==> src/hw/rtl/esd_pkg.sv <==
`default_nettype none

package esd_pkg;

	// decoder modes
	typedef enum logic [1:0] {
		MODE_PLAIN = 2'd0,
		MODE_ESC   = 2'd1,
		MODE_OCT   = 2'd2,
		MODE_HEX   = 2'd3
	} mode_t;

	localparam logic [7:0] CH_BSLASH = 8'h5C;
	localparam logic [7:0] CH_QUOTE  = 8'h27;
	localparam logic [7:0] CH_DQUOTE = 8'h22;
	localparam logic [7:0] CH_ZERO   = 8'h30;
	localparam logic [7:0] CH_ONE    = 8'h31;
	localparam logic [7:0] CH_SEVEN  = 8'h37;
	localparam logic [7:0] CH_NINE   = 8'h39;
	localparam logic [7:0] CH_X      = 8'h78;

	localparam logic [1:0] OCT_DIGITS = 2'd3;
	localparam logic [1:0] HEX_DIGITS = 2'd2;

	// output queue depth and derived widths
	localparam int QDepth = 4;
	localparam int QPtrW  = $clog2(QDepth);
	localparam int QCntW  = $clog2(QDepth + 1);

	// one input beat after the input register
	typedef struct packed {
		logic [7:0] in_byte;
		logic       end_of_stream;
	} item_t;

	// up to two result bytes from one input beat
	typedef struct packed {
		logic [1:0] n;
		logic [7:0] byte0;
		logic [7:0] byte1;
	} res_t;

	// one queued result beat
	typedef struct packed {
		logic [7:0] out_byte;
		logic       last;
	} beat_t;

	// hex digit value, valid flag in the top bit
	function automatic logic [4:0] hex_digit(input logic [7:0] b);
		logic [4:0] r;
		r = 5'd0;
		if (b >= CH_ZERO && b <= CH_NINE) begin
			r = {1'b1, b[3:0]};
		end else if ((b >= 8'h61 && b <= 8'h66) || (b >= 8'h41 && b <= 8'h46)) begin
			r = {1'b1, 4'(b[3:0] + 4'd9)};
		end
		return r;
	endfunction

	// simple escape letters, valid flag in the top bit
	function automatic logic [8:0] simple_escape(input logic [7:0] b);
		logic [8:0] r;
		case (b)
			8'h61: r = {1'b1, 8'h07};
			8'h62: r = {1'b1, 8'h08};
			8'h74: r = {1'b1, 8'h09};
			8'h6E: r = {1'b1, 8'h0A};
			8'h76: r = {1'b1, 8'h0B};
			8'h66: r = {1'b1, 8'h0C};
			8'h72: r = {1'b1, 8'h0D};
			CH_BSLASH: r = {1'b1, CH_BSLASH};
			CH_QUOTE: r = {1'b1, CH_QUOTE};
			CH_DQUOTE: r = {1'b1, CH_DQUOTE};
			default: r = {1'b0, b};
		endcase
		return r;
	endfunction

endpackage

`default_nettype wire

==> src/hw/rtl/esd_decode.sv <==
`default_nettype none

module esd_decode (
	input  wire logic          clk,
	input  wire logic          arst_n,
	input  wire logic          en,
	input  wire esd_pkg::item_t item,
	output esd_pkg::res_t       res
);
	import esd_pkg::*;

	mode_t      mode_q, mode_d;
	logic [1:0] cnt_q, cnt_d;
	logic [7:0] acc_q, acc_d;

	logic [7:0] b;
	logic [4:0] hd;
	logic [8:0] se;
	logic [1:0] cnt_inc;
	logic [7:0] oct_acc;
	logic [7:0] hex_acc;
	logic       is_oct;

	assign b       = item.in_byte;
	assign hd      = hex_digit(b);
	assign se      = simple_escape(b);
	assign cnt_inc = cnt_q + 2'd1;
	assign oct_acc = {acc_q[4:0], b[2:0]};
	assign hex_acc = {acc_q[3:0], hd[3:0]};
	assign is_oct  = (b >= CH_ZERO) && (b <= CH_SEVEN);

	// next state and results for the beat in the input register
	always_comb begin
		mode_d    = mode_q;
		cnt_d     = cnt_q;
		acc_d     = acc_q;
		res.n     = 2'd0;
		res.byte0 = acc_q;
		res.byte1 = b;
		if (item.end_of_stream) begin
			mode_d = MODE_PLAIN;
			cnt_d  = 2'd0;
			acc_d  = 8'd0;
			unique case (mode_q)
				MODE_PLAIN: res.n = 2'd0;
				MODE_ESC: begin
					res.n     = 2'd1;
					res.byte0 = CH_BSLASH;
				end
				MODE_OCT, MODE_HEX: res.n = 2'd1;
				default: res.n = 2'd0;
			endcase
		end else begin
			unique case (mode_q)
				MODE_PLAIN: begin
					if (b == CH_BSLASH) begin
						mode_d = MODE_ESC;
					end else begin
						res.n     = 2'd1;
						res.byte0 = b;
					end
				end
				MODE_ESC: begin
					if (b == CH_ZERO || b == CH_ONE) begin
						mode_d = MODE_OCT;
						acc_d  = {7'd0, b[0]};
						cnt_d  = 2'd1;
					end else if (b == CH_X) begin
						mode_d = MODE_HEX;
						acc_d  = 8'd0;
						cnt_d  = 2'd0;
					end else begin
						mode_d = MODE_PLAIN;
						acc_d  = 8'd0;
						cnt_d  = 2'd0;
						if (se[8]) begin
							res.n     = 2'd1;
							res.byte0 = se[7:0];
						end else begin
							res.n     = 2'd2;
							res.byte0 = CH_BSLASH;
						end
					end
				end
				MODE_OCT, MODE_HEX: begin
					if ((mode_q == MODE_OCT && is_oct) || (mode_q == MODE_HEX && hd[4])) begin
						acc_d = (mode_q == MODE_OCT) ? oct_acc : hex_acc;
						cnt_d = cnt_inc;
						// digit limit reached: emit now
						if ((mode_q == MODE_OCT && cnt_inc == OCT_DIGITS) ||
						    (mode_q == MODE_HEX && cnt_inc == HEX_DIGITS)) begin
							res.n     = 2'd1;
							res.byte0 = acc_d;
							mode_d    = MODE_PLAIN;
							cnt_d     = 2'd0;
							acc_d     = 8'd0;
						end
					end else begin
						// non-digit closes the value, then is taken as plain
						cnt_d = 2'd0;
						acc_d = 8'd0;
						if (b == CH_BSLASH) begin
							mode_d = MODE_ESC;
							res.n  = 2'd1;
						end else begin
							mode_d = MODE_PLAIN;
							res.n  = 2'd2;
						end
					end
				end
				default: mode_d = MODE_PLAIN;
			endcase
		end
	end

	// decoder state
	always_ff @(posedge clk or negedge arst_n) begin
		if (!arst_n) begin
			mode_q <= MODE_PLAIN;
			cnt_q  <= 2'd0;
			acc_q  <= 8'd0;
		end else if (en) begin
			mode_q <= mode_d;
			cnt_q  <= cnt_d;
			acc_q  <= acc_d;
		end
	end

endmodule

`default_nettype wire

==> src/hw/rtl/esd_outq.sv <==
`default_nettype none

module esd_outq (
	input  wire logic                  clk,
	input  wire logic                  arst_n,
	input  wire logic                  push,
	input  wire esd_pkg::res_t          res,
	output logic                       room,
	output logic                       valid,
	input  wire logic                  ready,
	output esd_pkg::beat_t              head
);
	import esd_pkg::*;

	beat_t            mem_q [QDepth];
	logic [QPtrW-1:0] wr_ptr_q;
	logic [QPtrW-1:0] rd_ptr_q;
	logic [QCntW-1:0] cnt_q;
	logic [QPtrW-1:0] wr_ptr_1;
	logic [1:0]       n_push;
	logic             pop;

	assign n_push   = push ? res.n : 2'd0;
	assign pop      = valid && ready;
	assign wr_ptr_1 = wr_ptr_q + QPtrW'(1);
	assign valid    = (cnt_q != '0);
	assign room     = (cnt_q <= QCntW'(QDepth - 2));
	assign head     = mem_q[rd_ptr_q];

	// result storage, one or two beats written per cycle
	always_ff @(posedge clk) begin
		if (n_push == 2'd1) begin
			mem_q[wr_ptr_q] <= '{out_byte: res.byte0, last: 1'b1};
		end else if (n_push == 2'd2) begin
			mem_q[wr_ptr_q] <= '{out_byte: res.byte0, last: 1'b0};
			mem_q[wr_ptr_1] <= '{out_byte: res.byte1, last: 1'b1};
		end
	end

	// pointers and fill count
	always_ff @(posedge clk or negedge arst_n) begin
		if (!arst_n) begin
			wr_ptr_q <= '0;
			rd_ptr_q <= '0;
			cnt_q    <= '0;
		end else begin
			wr_ptr_q <= wr_ptr_q + QPtrW'(n_push);
			if (pop) begin
				rd_ptr_q <= rd_ptr_q + QPtrW'(1);
			end
			cnt_q <= cnt_q + QCntW'(n_push) - QCntW'(pop);
		end
	end

endmodule

`default_nettype wire

==> src/hw/rtl/escape_sequence_decoder_core.sv <==
// C-style escape decoder on a byte stream. Each input beat carries one raw byte in
// s_axis_tdata; s_axis_tlast marks end of stream, flushes any pending escape and its
// byte is ignored. One input beat yields zero, one or two output beats, and
// m_axis_tlast is set on the final output beat of each input beat. Beats are taken one
// per clock: an input register feeds the decoder, whose combinational results go to a
// four-entry output queue. The input side stalls only while that queue holds more
// than two beats, so sustained input rate is one byte per cycle whenever the output
// side keeps up; each input beat is registered at the input and then in the queue.
`default_nettype none

module escape_sequence_decoder_core (
	input  wire logic       clk,
	input  wire logic       arst_n,
	input  wire logic       s_axis_tvalid,
	output logic            s_axis_tready,
	input  wire logic [7:0] s_axis_tdata,   // [7:0] in_byte
	input  wire logic       s_axis_tlast,   // end_of_stream
	output logic            m_axis_tvalid,
	input  wire logic       m_axis_tready,
	output logic [7:0]      m_axis_tdata,   // [7:0] out_byte
	output logic            m_axis_tlast    // last
);
	import esd_pkg::*;

	item_t item_s1;
	logic  valid_s1;
	logic  room;
	logic  advance;
	res_t  res;
	beat_t head;

	assign advance       = valid_s1 && room;
	assign s_axis_tready = !valid_s1 || room;

	// input register, payload
	always_ff @(posedge clk) begin
		if (s_axis_tvalid && s_axis_tready) begin
			item_s1 <= '{in_byte: s_axis_tdata, end_of_stream: s_axis_tlast};
		end
	end

	// input register, valid
	always_ff @(posedge clk or negedge arst_n) begin
		if (!arst_n) begin
			valid_s1 <= 1'b0;
		end else if (s_axis_tready) begin
			valid_s1 <= s_axis_tvalid;
		end
	end

	esd_decode u_decode (
		.clk    (clk),
		.arst_n (arst_n),
		.en     (advance),
		.item   (item_s1),
		.res    (res)
	);

	esd_outq u_outq (
		.clk    (clk),
		.arst_n (arst_n),
		.push   (advance),
		.res    (res),
		.room   (room),
		.valid  (m_axis_tvalid),
		.ready  (m_axis_tready),
		.head   (head)
	);

	assign m_axis_tdata = head.out_byte;
	assign m_axis_tlast = head.last;

endmodule

`default_nettype wire

==> config.mk <==
export PLATFORM = sky130hd
export DESIGN_NAME = escape_sequence_decoder_core
export DESIGN_NICKNAME = d
export VERILOG_FILES = /design/src/hw/rtl/esd_pkg.sv /design/src/hw/rtl/esd_decode.sv /design/src/hw/rtl/esd_outq.sv /design/src/hw/rtl/escape_sequence_decoder_core.sv
export SDC_FILE = /design/constraint.sdc
export NUM_CORES = 1
export LEC_CHECK = 0
export BUFFER_PORTS_ARGS = -buffer_cell sky130_fd_sc_hd__buf_2
export CAP_MARGIN = 10
export CORE_MARGIN = 5
export CORE_UTILIZATION = 50
export DETAILED_ROUTE_END_ITERATION = 8
export GPL_ROUTABILITY_DRIVEN = 1
export HOLD_SLACK_MARGIN = 0.15
export PLACE_DENSITY = 0.67
export SYNTH_ARGS = -nofsm -noshare
export SYNTH_HDL_FRONTEND = slang
export SYNTH_HIERARCHICAL = 1
export SYNTH_SLANG_ARGS = --single-unit
==> constraint.sdc <==
create_clock -name clk -period 6.69 [get_ports clk]
set_input_delay 1.338 -clock clk [delete_from_list [all_inputs] [get_ports clk]]
set_output_delay 1.338 -clock clk [all_outputs]
set_load 0.01 [all_outputs]
==> run metrics <==
clock-pin slew of the registers on the worst-case setup and hold paths 0.07 ns; Req. time, crit path 6.66 ns; top routing layer in use met4; worst vdd ir 0.114 mV; met2 routed WL 5260 um; cts repair resizes 0; Final Setup Violations 0; synthesized area between 0.004 and 0.005 mm2; hold buffers post-CTS 0; pin count of the biggest net entering global routing 35; Slew headroom 0.430; clock buffer count from CTS 9; Routability Congestion 0.957; Pwr Total 1.47 mW; die area between 0.01 and 0.015 mm2; antenna viol nets, final 0; yosys synthesis warning count 6; Tightest Pin Transition between 0.8 and 0.9 ns; CTS tree built; crit-path cells inv_1, ha_1, inv_1, o41ai_2, o21ai_1, o21ai_2, a21oi_1, a21o_1, nand2_1, ha_1, nand2b_1, a21oi_1; Crit path buffers/inverters 2; critical path endpoint u_outq/mem_q[1][4]; slowest stage delay, CP 0.73 ns; global-route wire length before repair 17,500 um; async set or reset register ratio after synthesis 0.308; post-synthesis adder-cell area fraction 0.0367; worst-path maximum fanout 26; Clock Latency Late Sink between 0.3 and 0.4 ns; Hold Path Class reg2reg; largest family of logic cells by synthesized area compound AO/OA/AOI/OAI gates; starting density of the core 0.518; WP data arrival 4.57 ns; max_cap viols 0; drt first pass iters 5; Compound-Gate Fraction of Synth Area 0.228; cell count after synthesis 437; Die Ht 103 um; all-layer global routing usage 0.218; deepest clock path buffer count 2; worst setup path class reg2reg; Vias/cell 6.45; Worst setup EP type flip-flop; R2R depth 12; Reg area between 0.0015 and 0.002 mm2; Max Slew Vio Count 0; initial antenna violation count 0; Multi-input gate area 0.00220 mm2; Post-synth top flop edfxtp_1; post-DR wirelength/cell 19.9 um; PD cells 326 mW/mm2; Seq cells post-synth 65; io pins 24; slowest CP cell ha_1; # H-tree levels 3; Setup crit start item_s1[1]; FILL cells 735; Worst Setup Start Kind flip-flop; Final min period around 4.6 ns; Rows 33; Root Driver clkbuf_8; Final Skew between 0.007 and 0.008 ns; met3 WL 771 um; final WL 10,800 um; TNS Setup 0 ns; most frequent cells in the layout nand2_1 (47), edfxtp_1 (41), o21ai_0 (28); EDFF count, synth 41; # DRC 0; Hold Vio Cnt, Final 0; syn nets 462; Seq/Total Area, Yosys 0.422; xor/xnor share of the synthesized area 0.0143; synth-to-layout area growth 5.04%; Sink Count 65; Core Area 0.00830 mm2; Post-CTS Setup Bufs 0; unrepaired setup endpoints after global routing false; number of global-route vias before repair around 3.3k; Max Clock Freq 217 MHz; worst reg2reg path startpoint item_s1[1]; fin crit share 0.688; post-synthesis cell type count 77; most common cell after layout, fill and taps aside nand2_1; PortBufs 23; DR iter-0 viols ~220; reg2reg end u_outq/mem_q[1][4]; Post-layout nets 460; post-synthesis simple-gate area fraction 0.176; met1 wire length 4440 um; post-synthesis mux area share 0.0579; internal reg-to-reg setup slack 2.08 ns; grt ovf 0; status finished, final reports clean; Antenna diodes 0; hpwl dp between 7000 and 8000 um; syn_area_per_cell between 9 and 10 um2; Crit path depth 12; leakage 1.60 nW; cell family with most CP delay compound AO/OA/AOI/OAI gates; Vias 3,513; layout cells sized above 1 0.150; Die W 103 um
[Yosys cell counts, drive strengths merged, types with 7 or more instances]
master	number	area, um2
nand3b	19	143
nor3	9	45.0
o211ai	8	60.1
edfxtp	41	1230
dfrtp	20	500
mux4	9	203
a21oi	27	135
nand2b	17	114
inv	19	71.3
nor2	19	73.8
o21ai	32	164
nand2	47	176
ha	11	138
buf	22	148
o22ai	21	131
a32o	7	70.1
clkbuf	16	60.1
[worst min-delay path: stages, from the launching register on]
cell	delay [ns]
dfrtp_1	0.37
nand2_1	0.05
o21ai_0	0.07
[flip-flops by register name, summed over array words and instances (netlist names)]
register and cells:
u_outq/mem_q 36, item_s1 9, u_decode/acc_q 8, u_outq/cnt_q 3, u_decode/cnt_q 2, u_decode/mode_q 2
u_outq/rd_ptr_q 2, u_outq/wr_ptr_q 2, valid_s1 1
[worst min-delay path by stage]
| stage | startpoint | endpoint | depth (start not counted) | slack [ns] |
|---|---|---|---|---|
| after floorplan | u_decode/cnt_q[1] | u_decode/cnt_q[1] | 2 | 0.48 |
| after global placement | u_decode/cnt_q[1] | u_decode/cnt_q[1] | 2 | 0.49 |
| after detailed placement | u_decode/cnt_q[1] | u_decode/cnt_q[1] | 2 | 0.53 |
| after CTS | u_outq/cnt_q[2] | u_outq/cnt_q[2] | 1 | 0.54 |
| after global routing | u_outq/mem_q[0][0] | u_outq/mem_q[0][0] | 2 | 0.57 |
| final | u_decode/cnt_q[1] | u_decode/cnt_q[1] | 2 | 0.53 |
[layout make-up]
| class | instances | share of cell area |
|---|---|---|
| Multi-Input combinational cell | 314 | 0.488 |
| Sequential cell | 65 | 0.401 |
| Tap cell | 105 | 0.0291 |
| Timing Repair Buffer | 25 | 0.0288 |
| Clock buffer | 10 | 0.0283 |
| Inverter | 20 | 0.0166 |
| Clock inverter | 6 | 0.00776 |
[cells by family (layout without fill, tap and decap cells)]
kind of cell / count (synthesis) / after routing
fa+ha+maj: 12 / 12
mux: 13 / 13
flops: 65 / 65
xor+xnor: 7 / 7
simple gates: 139 / 139
compound gates: 143 / 143
buf+inv: 58 / 61
[through the flow]
step / instance area, um2 / std cells / utilization / hold WS, ns / setup WS, ns
finish: 4510 / 545 / 0.544 / 0.531 / 2.08
floorplan: 4300 / 437 / - / 0.475 / 2.94
global route: 4510 / 545 / 0.544 / 0.567 / 1.66
global placement: 4350 / 529 / 0.524 / 0.495 / 2.29
CTS: 4510 / 545 / 0.544 / 0.540 / 2.12
detailed placement: 4350 / 529 / 0.524 / 0.528 / 2.13
[report_power, final]
| part | leakage (nW) | total, mW | switching, mW | internal, mW |
|---|---|---|---|---|
| Combinational | 0.858 | 0.529 | 0.270 | 0.259 |
| Clock | 0.0818 | 0.281 | 0.149 | 0.132 |
| Sequential | 0.664 | 0.661 | 0.151 | 0.510 |
| Total | 1.60 | 1.47 | 0.571 | 0.901 |
[routing by layer]
metal	track usage	vias to the layer above
met2	0.355	186
met1	0.285	1653
met5	0	-
met3	0.0419	35
li1	-	1639
met4	0.0938	0
No activity file was read; power rests on OpenSTA's default activity.
